==> src/sv/chmi_pkg.sv <==
// ============================================================================
// chmi_pkg
// Shared constants, control word layout, microcode ROM and helpers for the
// cubic Hermite motion interpolator.
// ============================================================================
package chmi_pkg;

    localparam int FRAC_BITS = 16;

    localparam int S_TDATA_W = 168;
    localparam int S_TUSER_W = 3;
    localparam int M_TDATA_W = 128;

    // multiplier: unsigned 17-bit fraction or 16-bit step length against a
    // signed operand of up to 35 bits
    localparam int OPA_W  = 18;
    localparam int OPB_W  = 35;
    localparam int PROD_W = OPA_W + OPB_W;
    localparam int SUM_W  = PROD_W + 1;

    localparam int PC_W = 5;

    localparam logic [1:0] MODE_BEGIN  = 2'd0;
    localparam logic [1:0] MODE_END    = 2'd1;
    localparam logic [1:0] MODE_UPDATE = 2'd2;

    localparam logic AX_X = 1'b0;
    localparam logic AX_Y = 1'b1;

    localparam logic A_DT   = 1'b0;
    localparam logic A_FRAC = 1'b1;

    localparam logic [2:0] B_C3   = 3'd0;
    localparam logic [2:0] B_C3X3 = 3'd1;
    localparam logic [2:0] B_T0   = 3'd2;
    localparam logic [2:0] B_T1   = 3'd3;
    localparam logic [2:0] B_V    = 3'd4;
    localparam logic [2:0] B_W    = 3'd5;
    localparam logic [2:0] B_OV   = 3'd6;

    localparam logic [2:0] K_ZERO = 3'd0;
    localparam logic [2:0] K_C0   = 3'd1;
    localparam logic [2:0] K_C1   = 3'd2;
    localparam logic [2:0] K_C2   = 3'd3;
    localparam logic [2:0] K_C2X2 = 3'd4;
    localparam logic [2:0] K_DXM2 = 3'd5;
    localparam logic [2:0] K_DX3  = 3'd6;

    localparam logic [2:0] DST_T0  = 3'd0;
    localparam logic [2:0] DST_T1  = 3'd1;
    localparam logic [2:0] DST_POS = 3'd2;
    localparam logic [2:0] DST_VEL = 3'd3;
    localparam logic [2:0] DST_C1  = 3'd4;
    localparam logic [2:0] DST_C2  = 3'd5;
    localparam logic [2:0] DST_C3  = 3'd6;

    localparam logic [PC_W-1:0] ENTRY_NOP    = 5'd0;
    localparam logic [PC_W-1:0] ENTRY_BEGIN  = 5'd1;
    localparam logic [PC_W-1:0] ENTRY_END    = 5'd2;
    localparam logic [PC_W-1:0] ENTRY_UPDATE = 5'd9;

    typedef struct packed {
        logic       last;
        logic       snap_load;
        logic       c0_copy;
        logic       iss_en;
        logic       iss_ax;
        logic       a_sel;
        logic [2:0] b_sel;
        logic       wb_en;
        logic       wb_ax;
        logic [2:0] wb_dst;
        logic [2:0] k_sel;
        logic       wb_neg;
    } ucode_t;

    function automatic ucode_t op_iss(input logic ax, input logic a, input logic [2:0] b);
        ucode_t w;
        w        = '0;
        w.iss_en = 1'b1;
        w.iss_ax = ax;
        w.a_sel  = a;
        w.b_sel  = b;
        return w;
    endfunction

    function automatic ucode_t op_wb(input logic ax, input logic [2:0] dst,
                                     input logic [2:0] k, input logic neg);
        ucode_t w;
        w        = '0;
        w.wb_en  = 1'b1;
        w.wb_ax  = ax;
        w.wb_dst = dst;
        w.k_sel  = k;
        w.wb_neg = neg;
        return w;
    endfunction

    // Each step writes back the product issued by the previous step and issues
    // the next multiply; the two axes alternate so dependent terms have a gap.
    function automatic ucode_t ucode_rom(input logic [PC_W-1:0] addr);
        ucode_t w;
        w = '0;
        case (addr)
            5'd0: begin
                w.last = 1'b1;
            end
            5'd1: begin
                w.snap_load = 1'b1;
                w.last      = 1'b1;
            end
            // end of step: c3, c2, c1 per axis, then c0
            5'd2:  w = op_iss(AX_X, A_DT, B_V);
            5'd3:  w = op_wb(AX_X, DST_C3, K_DXM2, 1'b0) | op_iss(AX_Y, A_DT, B_V);
            5'd4:  w = op_wb(AX_Y, DST_C3, K_DXM2, 1'b0) | op_iss(AX_X, A_DT, B_W);
            5'd5:  w = op_wb(AX_X, DST_C2, K_DX3, 1'b1) | op_iss(AX_Y, A_DT, B_W);
            5'd6:  w = op_wb(AX_Y, DST_C2, K_DX3, 1'b1) | op_iss(AX_X, A_DT, B_OV);
            5'd7:  w = op_wb(AX_X, DST_C1, K_ZERO, 1'b0) | op_iss(AX_Y, A_DT, B_OV);
            5'd8: begin
                w         = op_wb(AX_Y, DST_C1, K_ZERO, 1'b0);
                w.c0_copy = 1'b1;
                w.last    = 1'b1;
            end
            // update: Horner for position and derivative
            5'd9:  w = op_iss(AX_X, A_FRAC, B_C3);
            5'd10: w = op_wb(AX_X, DST_T0, K_C2, 1'b0) | op_iss(AX_Y, A_FRAC, B_C3);
            5'd11: w = op_wb(AX_Y, DST_T0, K_C2, 1'b0) | op_iss(AX_X, A_FRAC, B_C3X3);
            5'd12: w = op_wb(AX_X, DST_T1, K_C2X2, 1'b0) | op_iss(AX_Y, A_FRAC, B_C3X3);
            5'd13: w = op_wb(AX_Y, DST_T1, K_C2X2, 1'b0) | op_iss(AX_X, A_FRAC, B_T0);
            5'd14: w = op_wb(AX_X, DST_T0, K_C1, 1'b0) | op_iss(AX_Y, A_FRAC, B_T0);
            5'd15: w = op_wb(AX_Y, DST_T0, K_C1, 1'b0) | op_iss(AX_X, A_FRAC, B_T1);
            5'd16: w = op_wb(AX_X, DST_VEL, K_C1, 1'b0) | op_iss(AX_Y, A_FRAC, B_T1);
            5'd17: w = op_wb(AX_Y, DST_VEL, K_C1, 1'b0) | op_iss(AX_X, A_FRAC, B_T0);
            5'd18: w = op_wb(AX_X, DST_POS, K_C0, 1'b0) | op_iss(AX_Y, A_FRAC, B_T0);
            5'd19: begin
                w      = op_wb(AX_Y, DST_POS, K_C0, 1'b0);
                w.last = 1'b1;
            end
            default: begin
                w.last = 1'b1;
            end
        endcase
        return w;
    endfunction

    // dispatch on the item kind
    function automatic logic [PC_W-1:0] ucode_entry(input logic [1:0] mode,
                                                    input logic is_static);
        logic [PC_W-1:0] pc;
        pc = ENTRY_NOP;
        if (!is_static) begin
            case (mode)
                MODE_BEGIN:  pc = ENTRY_BEGIN;
                MODE_END:    pc = ENTRY_END;
                MODE_UPDATE: pc = ENTRY_UPDATE;
                default:     pc = ENTRY_NOP;
            endcase
        end
        return pc;
    endfunction

    function automatic logic [31:0] sat32(input logic signed [SUM_W-1:0] x);
        logic [SUM_W-32:0] hi;
        hi = x[SUM_W-1:31];
        if (&hi || ~|hi) begin
            return x[31:0];
        end else if (x[SUM_W-1]) begin
            return 32'h8000_0000;
        end else begin
            return 32'h7fff_ffff;
        end
    endfunction

endpackage

==> src/sv/cubic_hermite_motion_interpolator_top.sv <==
// ============================================================================
// cubic_hermite_motion_interpolator_top
// Two-axis cubic Hermite motion interpolator, Q16.16, run by a microcode ROM.
// ============================================================================
// One item is in work at a time and every item returns one result, the
// snapshot as it stands after the item. From acceptance to the next possible
// acceptance an item runs its microprogram and then the report step. The begin
// and no-op (static or unused-mode) programs are shortest, update the longest.
// Lengths follow from the single shared multiplier: each step issues one
// multiply and writes back the previous one, and the two axes alternate so
// each dependent Horner term is issued after its input is written back. A
// finished result waits in the output register while the next item is taken.
module cubic_hermite_motion_interpolator_top (
    input  logic                            aclk,
    input  logic                            aresetn,
    input  logic                            s_axis_tvalid,
    output logic                            s_axis_tready,
    // pos_x, pos_y, vel_x, vel_y, step_length[143:128], fraction[160:144], zero pad
    input  logic [chmi_pkg::S_TDATA_W-1:0]  s_axis_tdata,
    // mode[1:0], is_static[2]
    input  logic [chmi_pkg::S_TUSER_W-1:0]  s_axis_tuser,
    output logic                            m_axis_tvalid,
    input  logic                            m_axis_tready,
    // out_pos_x, out_pos_y, out_vel_x, out_vel_y
    output logic [chmi_pkg::M_TDATA_W-1:0]  m_axis_tdata
);

    localparam logic signed [chmi_pkg::SUM_W-1:0] RND_HALF =
        chmi_pkg::SUM_W'(64'sd1 <<< (chmi_pkg::FRAC_BITS - 1));

    logic                          busy_reg, busy_next;
    logic                          report_reg, report_next;
    logic                          m_valid_reg, m_valid_next;
    logic [chmi_pkg::PC_W-1:0]     pc_reg, pc_next;
    logic [chmi_pkg::M_TDATA_W-1:0] m_data_reg;

    logic                          s_accept;
    logic                          out_load;
    chmi_pkg::ucode_t              uc;

    // latched item
    logic signed [31:0]            pos_in_reg [2];
    logic signed [31:0]            vel_in_reg [2];
    logic [15:0]                   dt_reg;
    logic [16:0]                   frac_reg;

    // state
    logic signed [31:0]            snap_pos_reg [2];
    logic signed [31:0]            snap_vel_reg [2];
    logic signed [31:0]            c0_reg [2];
    logic signed [31:0]            c1_reg [2];
    logic signed [31:0]            c2_reg [2];
    logic signed [31:0]            c3_reg [2];
    logic signed [31:0]            t0_reg [2];
    logic signed [31:0]            t1_reg [2];

    // datapath
    logic signed [32:0]            dx [2];
    logic signed [32:0]            v_sum [2];
    logic signed [33:0]            w_sum [2];
    logic [chmi_pkg::OPA_W-1:0]    opa;
    logic signed [chmi_pkg::OPB_W-1:0] opb;
    logic signed [chmi_pkg::OPB_W-1:0] c3_ext;
    logic signed [chmi_pkg::PROD_W-1:0] prod_reg;
    logic signed [chmi_pkg::SUM_W-1:0]  prod_ext, prod_rnd, term, kval, sum;
    logic signed [chmi_pkg::SUM_W-1:0]  dx_ext, c2_ext;
    logic [31:0]                   wb_val;

    assign s_axis_tready = !busy_reg && !report_reg;
    assign s_accept      = s_axis_tvalid && s_axis_tready;
    assign out_load      = report_reg && (!m_valid_reg || m_axis_tready);
    assign uc            = chmi_pkg::ucode_rom(pc_reg);
    assign m_axis_tvalid = m_valid_reg;
    assign m_axis_tdata  = m_data_reg;

    // sequencer
    always_comb begin
        busy_next    = busy_reg;
        report_next  = report_reg;
        m_valid_next = m_valid_reg;
        pc_next      = pc_reg;
        if (s_accept) begin
            busy_next = 1'b1;
            pc_next   = chmi_pkg::ucode_entry(s_axis_tuser[1:0], s_axis_tuser[2]);
        end else if (busy_reg) begin
            if (uc.last) begin
                busy_next   = 1'b0;
                report_next = 1'b1;
            end else begin
                pc_next = pc_reg + 1'b1;
            end
        end
        if (out_load) begin
            report_next  = 1'b0;
            m_valid_next = 1'b1;
        end else if (m_valid_reg && m_axis_tready) begin
            m_valid_next = 1'b0;
        end
    end

    always_ff @(posedge aclk) begin
        if (!aresetn) begin
            busy_reg    <= 1'b0;
            report_reg  <= 1'b0;
            m_valid_reg <= 1'b0;
            pc_reg      <= '0;
        end else begin
            busy_reg    <= busy_next;
            report_reg  <= report_next;
            m_valid_reg <= m_valid_next;
            pc_reg      <= pc_next;
        end
    end

    always_ff @(posedge aclk) begin
        if (out_load) begin
            m_data_reg <= {snap_vel_reg[1], snap_vel_reg[0], snap_pos_reg[1], snap_pos_reg[0]};
        end
    end

    // hold the item for the whole program
    always_ff @(posedge aclk) begin
        if (s_accept) begin
            pos_in_reg[0] <= s_axis_tdata[31:0];
            pos_in_reg[1] <= s_axis_tdata[63:32];
            vel_in_reg[0] <= s_axis_tdata[95:64];
            vel_in_reg[1] <= s_axis_tdata[127:96];
            dt_reg        <= s_axis_tdata[143:128];
            frac_reg      <= s_axis_tdata[160:144];
        end
    end

    always_comb begin
        for (int i = 0; i < 2; i++) begin
            dx[i]    = 33'(pos_in_reg[i]) - 33'(snap_pos_reg[i]);
            v_sum[i] = 33'(vel_in_reg[i]) + 33'(snap_vel_reg[i]);
            w_sum[i] = 34'(v_sum[i]) + 34'(snap_vel_reg[i]);
        end
    end

    // multiplier operands
    always_comb begin
        c3_ext = chmi_pkg::OPB_W'(c3_reg[uc.iss_ax]);
        opa    = (uc.a_sel == chmi_pkg::A_FRAC) ? {1'b0, frac_reg} : {2'b00, dt_reg};
        case (uc.b_sel)
            chmi_pkg::B_C3:   opb = c3_ext;
            chmi_pkg::B_C3X3: opb = (c3_ext <<< 1) + c3_ext;
            chmi_pkg::B_T0:   opb = chmi_pkg::OPB_W'(t0_reg[uc.iss_ax]);
            chmi_pkg::B_T1:   opb = chmi_pkg::OPB_W'(t1_reg[uc.iss_ax]);
            chmi_pkg::B_V:    opb = chmi_pkg::OPB_W'(v_sum[uc.iss_ax]);
            chmi_pkg::B_W:    opb = chmi_pkg::OPB_W'(w_sum[uc.iss_ax]);
            chmi_pkg::B_OV:   opb = chmi_pkg::OPB_W'(snap_vel_reg[uc.iss_ax]);
            default:          opb = '0;
        endcase
    end

    always_ff @(posedge aclk) begin
        if (busy_reg && uc.iss_en) begin
            prod_reg <= $signed(opa) * opb;
        end
    end

    // round, add the selected term, saturate
    always_comb begin
        prod_ext = chmi_pkg::SUM_W'(prod_reg);
        prod_rnd = (prod_ext + RND_HALF) >>> chmi_pkg::FRAC_BITS;
        term     = uc.wb_neg ? -prod_rnd : prod_rnd;
        dx_ext   = chmi_pkg::SUM_W'(dx[uc.wb_ax]);
        c2_ext   = chmi_pkg::SUM_W'(c2_reg[uc.wb_ax]);
        case (uc.k_sel)
            chmi_pkg::K_ZERO: kval = '0;
            chmi_pkg::K_C0:   kval = chmi_pkg::SUM_W'(c0_reg[uc.wb_ax]);
            chmi_pkg::K_C1:   kval = chmi_pkg::SUM_W'(c1_reg[uc.wb_ax]);
            chmi_pkg::K_C2:   kval = c2_ext;
            chmi_pkg::K_C2X2: kval = c2_ext <<< 1;
            chmi_pkg::K_DXM2: kval = -(dx_ext <<< 1);
            chmi_pkg::K_DX3:  kval = (dx_ext <<< 1) + dx_ext;
            default:          kval = '0;
        endcase
        sum    = term + kval;
        wb_val = chmi_pkg::sat32(sum);
    end

    always_ff @(posedge aclk) begin
        if (!aresetn) begin
            for (int i = 0; i < 2; i++) begin
                snap_pos_reg[i] <= '0;
                snap_vel_reg[i] <= '0;
                c0_reg[i]       <= '0;
                c1_reg[i]       <= '0;
                c2_reg[i]       <= '0;
                c3_reg[i]       <= '0;
            end
        end else if (busy_reg) begin
            if (uc.snap_load) begin
                snap_pos_reg <= pos_in_reg;
                snap_vel_reg <= vel_in_reg;
            end
            if (uc.c0_copy) begin
                c0_reg <= snap_pos_reg;
            end
            if (uc.wb_en) begin
                case (uc.wb_dst)
                    chmi_pkg::DST_POS: snap_pos_reg[uc.wb_ax] <= wb_val;
                    chmi_pkg::DST_VEL: snap_vel_reg[uc.wb_ax] <= wb_val;
                    chmi_pkg::DST_C1:  c1_reg[uc.wb_ax]       <= wb_val;
                    chmi_pkg::DST_C2:  c2_reg[uc.wb_ax]       <= wb_val;
                    chmi_pkg::DST_C3:  c3_reg[uc.wb_ax]       <= wb_val;
                    default: ;
                endcase
            end
        end
    end

    // Horner temporaries: a then b in t0, derivative term in t1
    always_ff @(posedge aclk) begin
        if (busy_reg && uc.wb_en) begin
            case (uc.wb_dst)
                chmi_pkg::DST_T0: t0_reg[uc.wb_ax] <= wb_val;
                chmi_pkg::DST_T1: t1_reg[uc.wb_ax] <= wb_val;
                default: ;
            endcase
        end
    end

endmodule

==> config.mk <==
export PLATFORM = sky130hd
export DESIGN_NAME = cubic_hermite_motion_interpolator_top
export DESIGN_NICKNAME = d
export VERILOG_FILES = /design/src/sv/chmi_pkg.sv /design/src/sv/cubic_hermite_motion_interpolator_top.sv
export SDC_FILE = /design/constraint.sdc
export NUM_CORES = 2
export LEC_CHECK = 0
export ABC_AREA = 1
export BUFFER_PORTS_ARGS = -buffer_cell sky130_fd_sc_hd__buf_2
export CAP_MARGIN = 20
export CELL_PAD_IN_SITES_DETAIL_PLACEMENT = 0
export CELL_PAD_IN_SITES_GLOBAL_PLACEMENT = 2
export CORE_MARGIN = 3
export CORE_UTILIZATION = 42
export CTS_BUF_LIST = sky130_fd_sc_hd__clkbuf_8
export DETAILED_ROUTE_END_ITERATION = 10
export HOLD_SLACK_MARGIN = 0.06
export PLACE_DENSITY = 0.93
export SLEW_MARGIN = 10
export SYNTH_ARGS = -nofsm -noshare
export SYNTH_HDL_FRONTEND = slang
export SYNTH_SLANG_ARGS = --single-unit
==> constraint.sdc <==
create_clock -name aclk -period 18.3 [get_ports aclk]
set_input_delay 1.83 -clock aclk [delete_from_list [all_inputs] [get_ports aclk]]
set_output_delay 1.83 -clock aclk [all_outputs]
set_load 0.1 [all_outputs]
==> reports/results.tsv <==
metric	value	unit
cp-start-kind	flop	
start_util	42.5	%
finalSetupViolations	0	
vias	72100	
syn-num-nets	11500	
regToRegSetupSlack	5.52	ns
synth_edf_count	647	
hold_viol	0	
antenna_found_initial	26	
grt_pass1_wl	464000	um
synth_cell_types	72	
slew_violations	0	
die_w	438	um
grt_max_degree	140	
synthCells	10300	
via_per_inst	5.50	
drtPass1Iterations	6	
io_buffers	297	
synth_area_leaders	edfxtp_1, fa_1, nand2_1, ha_1, inv_1	
insertion_delay	0.94	ns
track_usage	32.6	%
regToRegStartpoint	pc_reg[0]	
synth_largest_area_cell	edfxtp_1	
hold_buffers	0	
post_cts_buffers	0	
die-area	192000	um^2
cp.arrival	13.48	ns
grt_setup_unrepaired	false	
final_antenna_net_count	0	
syn_avg_cell_area	7.63	um^2
grt.overflow.total	0	
wl_per_cell	24.1	um
whs_endpoint	c0_reg[35]	
synth-seq-cells	847	
max_freq	0.0782	GHz
period_share	69.9	%
timing.rr.end	prod_reg[47]	
root_buffer	clkbuf_8	
relSlewSlack	21.7	%
cts_inserted_buffers	150	
place_area	82700	um^2
cp_max_fo	58	
tightest_slew	1.17	ns
r2r_cells	50	
first_global_vias	70700	
drv_cap	0	
die_y	438	um
slowest_stage	a21oi_1	
synth_top_area_share	24.8	%
skew	0.0922	ns
end_kind	flop	
gp_congestion	0.986	
synthToLayoutAreaGrowth	9.42	%
largest_register_ffs	128	
cts_tree	yes	
fin_area	85600	um^2
placementRows	157	
synthesis.area	78300	um^2
drt_drc_violations_left	0	
cp.required	19.00	ns
status	complete, no violations	
async_flop_share	0	%
cts-resized-gates	0	
drive_gt1_share	7.70	%
drtIter0Drc	6559	
worstHoldStart	c0_reg[35]	
wl	316000	um
tns	0	ns
yosysWarnings	0	
clk_pin_slew	0.06	ns
hold_depth	2	
ys_top_cells_by_count	nand2_1, inv_1, nor2_1	
fin_nets	11700	
ys.flop_type	edfxtp_1	
yosys.cell_count.top_type	nand2_1	
cts_htree_levels	4	
hold_path_class	reg -> reg	
hpwl	248000	um
min_period	12.78	ns
path_class	reg -> reg	
core	184000	um^2
pin_count	305	
cts_buffer_depth	3	
ys_seq_area_share	29.9	%
cpMostUsedCell	inv_1	
cts_sinks	847	
cpPeakStageDelay	0.71	ns
-- placed cells by master, fill, tap and decap left out, drive strengths merged, types with 15 or more instances in the layout --
master / n
nand2: 2606
inv: 1615
nor2: 1024
a21oi: 938
edfxtp: 647
fa: 553
o21ai: 523
nand3: 480
ha: 469
buf: 430
dfxtp: 200
xor2: 167
clkbuf: 161
xnor2: 88
nand4: 88
nor3: 86
clkinv: 62
mux2i: 58
a31oi: 46
or2: 41
a221oi: 39
a21o: 34
o21bai: 32
nor4: 32
o211ai: 23
o21a: 22
a2111oi: 19
a211oi: 18
a21boi: 18
diode: 17
and2: 15
o2111ai: 15
-- final cells by class --
cell class              instances  area [um^2]
fillers                     18600        98400
inverters                    1568         5910
clock buffers                 160         2200
repair buffers                431         2560
well taps                    2464         3080
diodes                         17         42.5
clock inverters               116          681
multi-input cells            7509        47700
flip-flops and latches        847        23400
-- cells by family (layout without fill, tap and decap cells) --
group | count (synthesis) | after routing | share of synthesized area, %
mux | 58 | 58 | 0.742
other cells | 0 | 17 | 0
compound gates | 1781 | 1781 | 12.6
buf+inv | 1900 | 2275 | 9.32
flops | 847 | 847 | 29.9
simple gates | 4393 | 4393 | 22.9
fa+ha+maj | 1022 | 1022 | 21.6
xor+xnor | 255 | 255 | 2.87
-- metal layers --
metal	up-vias	wire length, um	track usage [%]
met5	-	69	0
met4	12	13900	13.3
met3	508	23100	5.68
met2	2785	146000	53.1
met1	35000	133000	42.9
li1	33800	-	-
-- metrics by stage --
stage | std cells | hold WS (ns) | worst slack, ns | util (%)
2_1_floorplan | 10300 | 0.425 | 8.85 | -
3_3_place_gp | 12800 | 0.435 | 5.69 | 44.9
3_5_place_dp | 12800 | 0.440 | 5.64 | 44.9
4_1_cts | 13100 | 0.448 | 5.60 | 46.5
5_1_grt | 13100 | 0.480 | 5.05 | 46.5
6_report | 13100 | 0.448 | 5.52 | 46.5
-- critical path, delay by kind of cell (launching register included) --
kind,cells,cell delay [ns]
and+or+nand+nor,12,2.32
xor gates and xnor gates,1,0.21
adders and majority gates,10,4.31
DFF,1,0.39
AOI/OAI and AO/OA,14,3.88
buffers and inverters,13,1.38
-- how the worst max path moves through the flow --
stage	startpoint	endpoint	slack, ns
floorplan	pc_reg[0]	prod_reg[47]	8.85
global placement	pc_reg[0]	prod_reg[49]	5.69
detailed placement	pc_reg[0]	prod_reg[49]	5.64
CTS	pc_reg[0]	prod_reg[49]	5.60
global route	pc_reg[0]	prod_reg[48]	5.05
finish	pc_reg[0]	prod_reg[47]	5.52
Power is left out: the tool's default activity adds up to more than one toggle a clock period on the data nets, which glitch-free logic cannot reach.
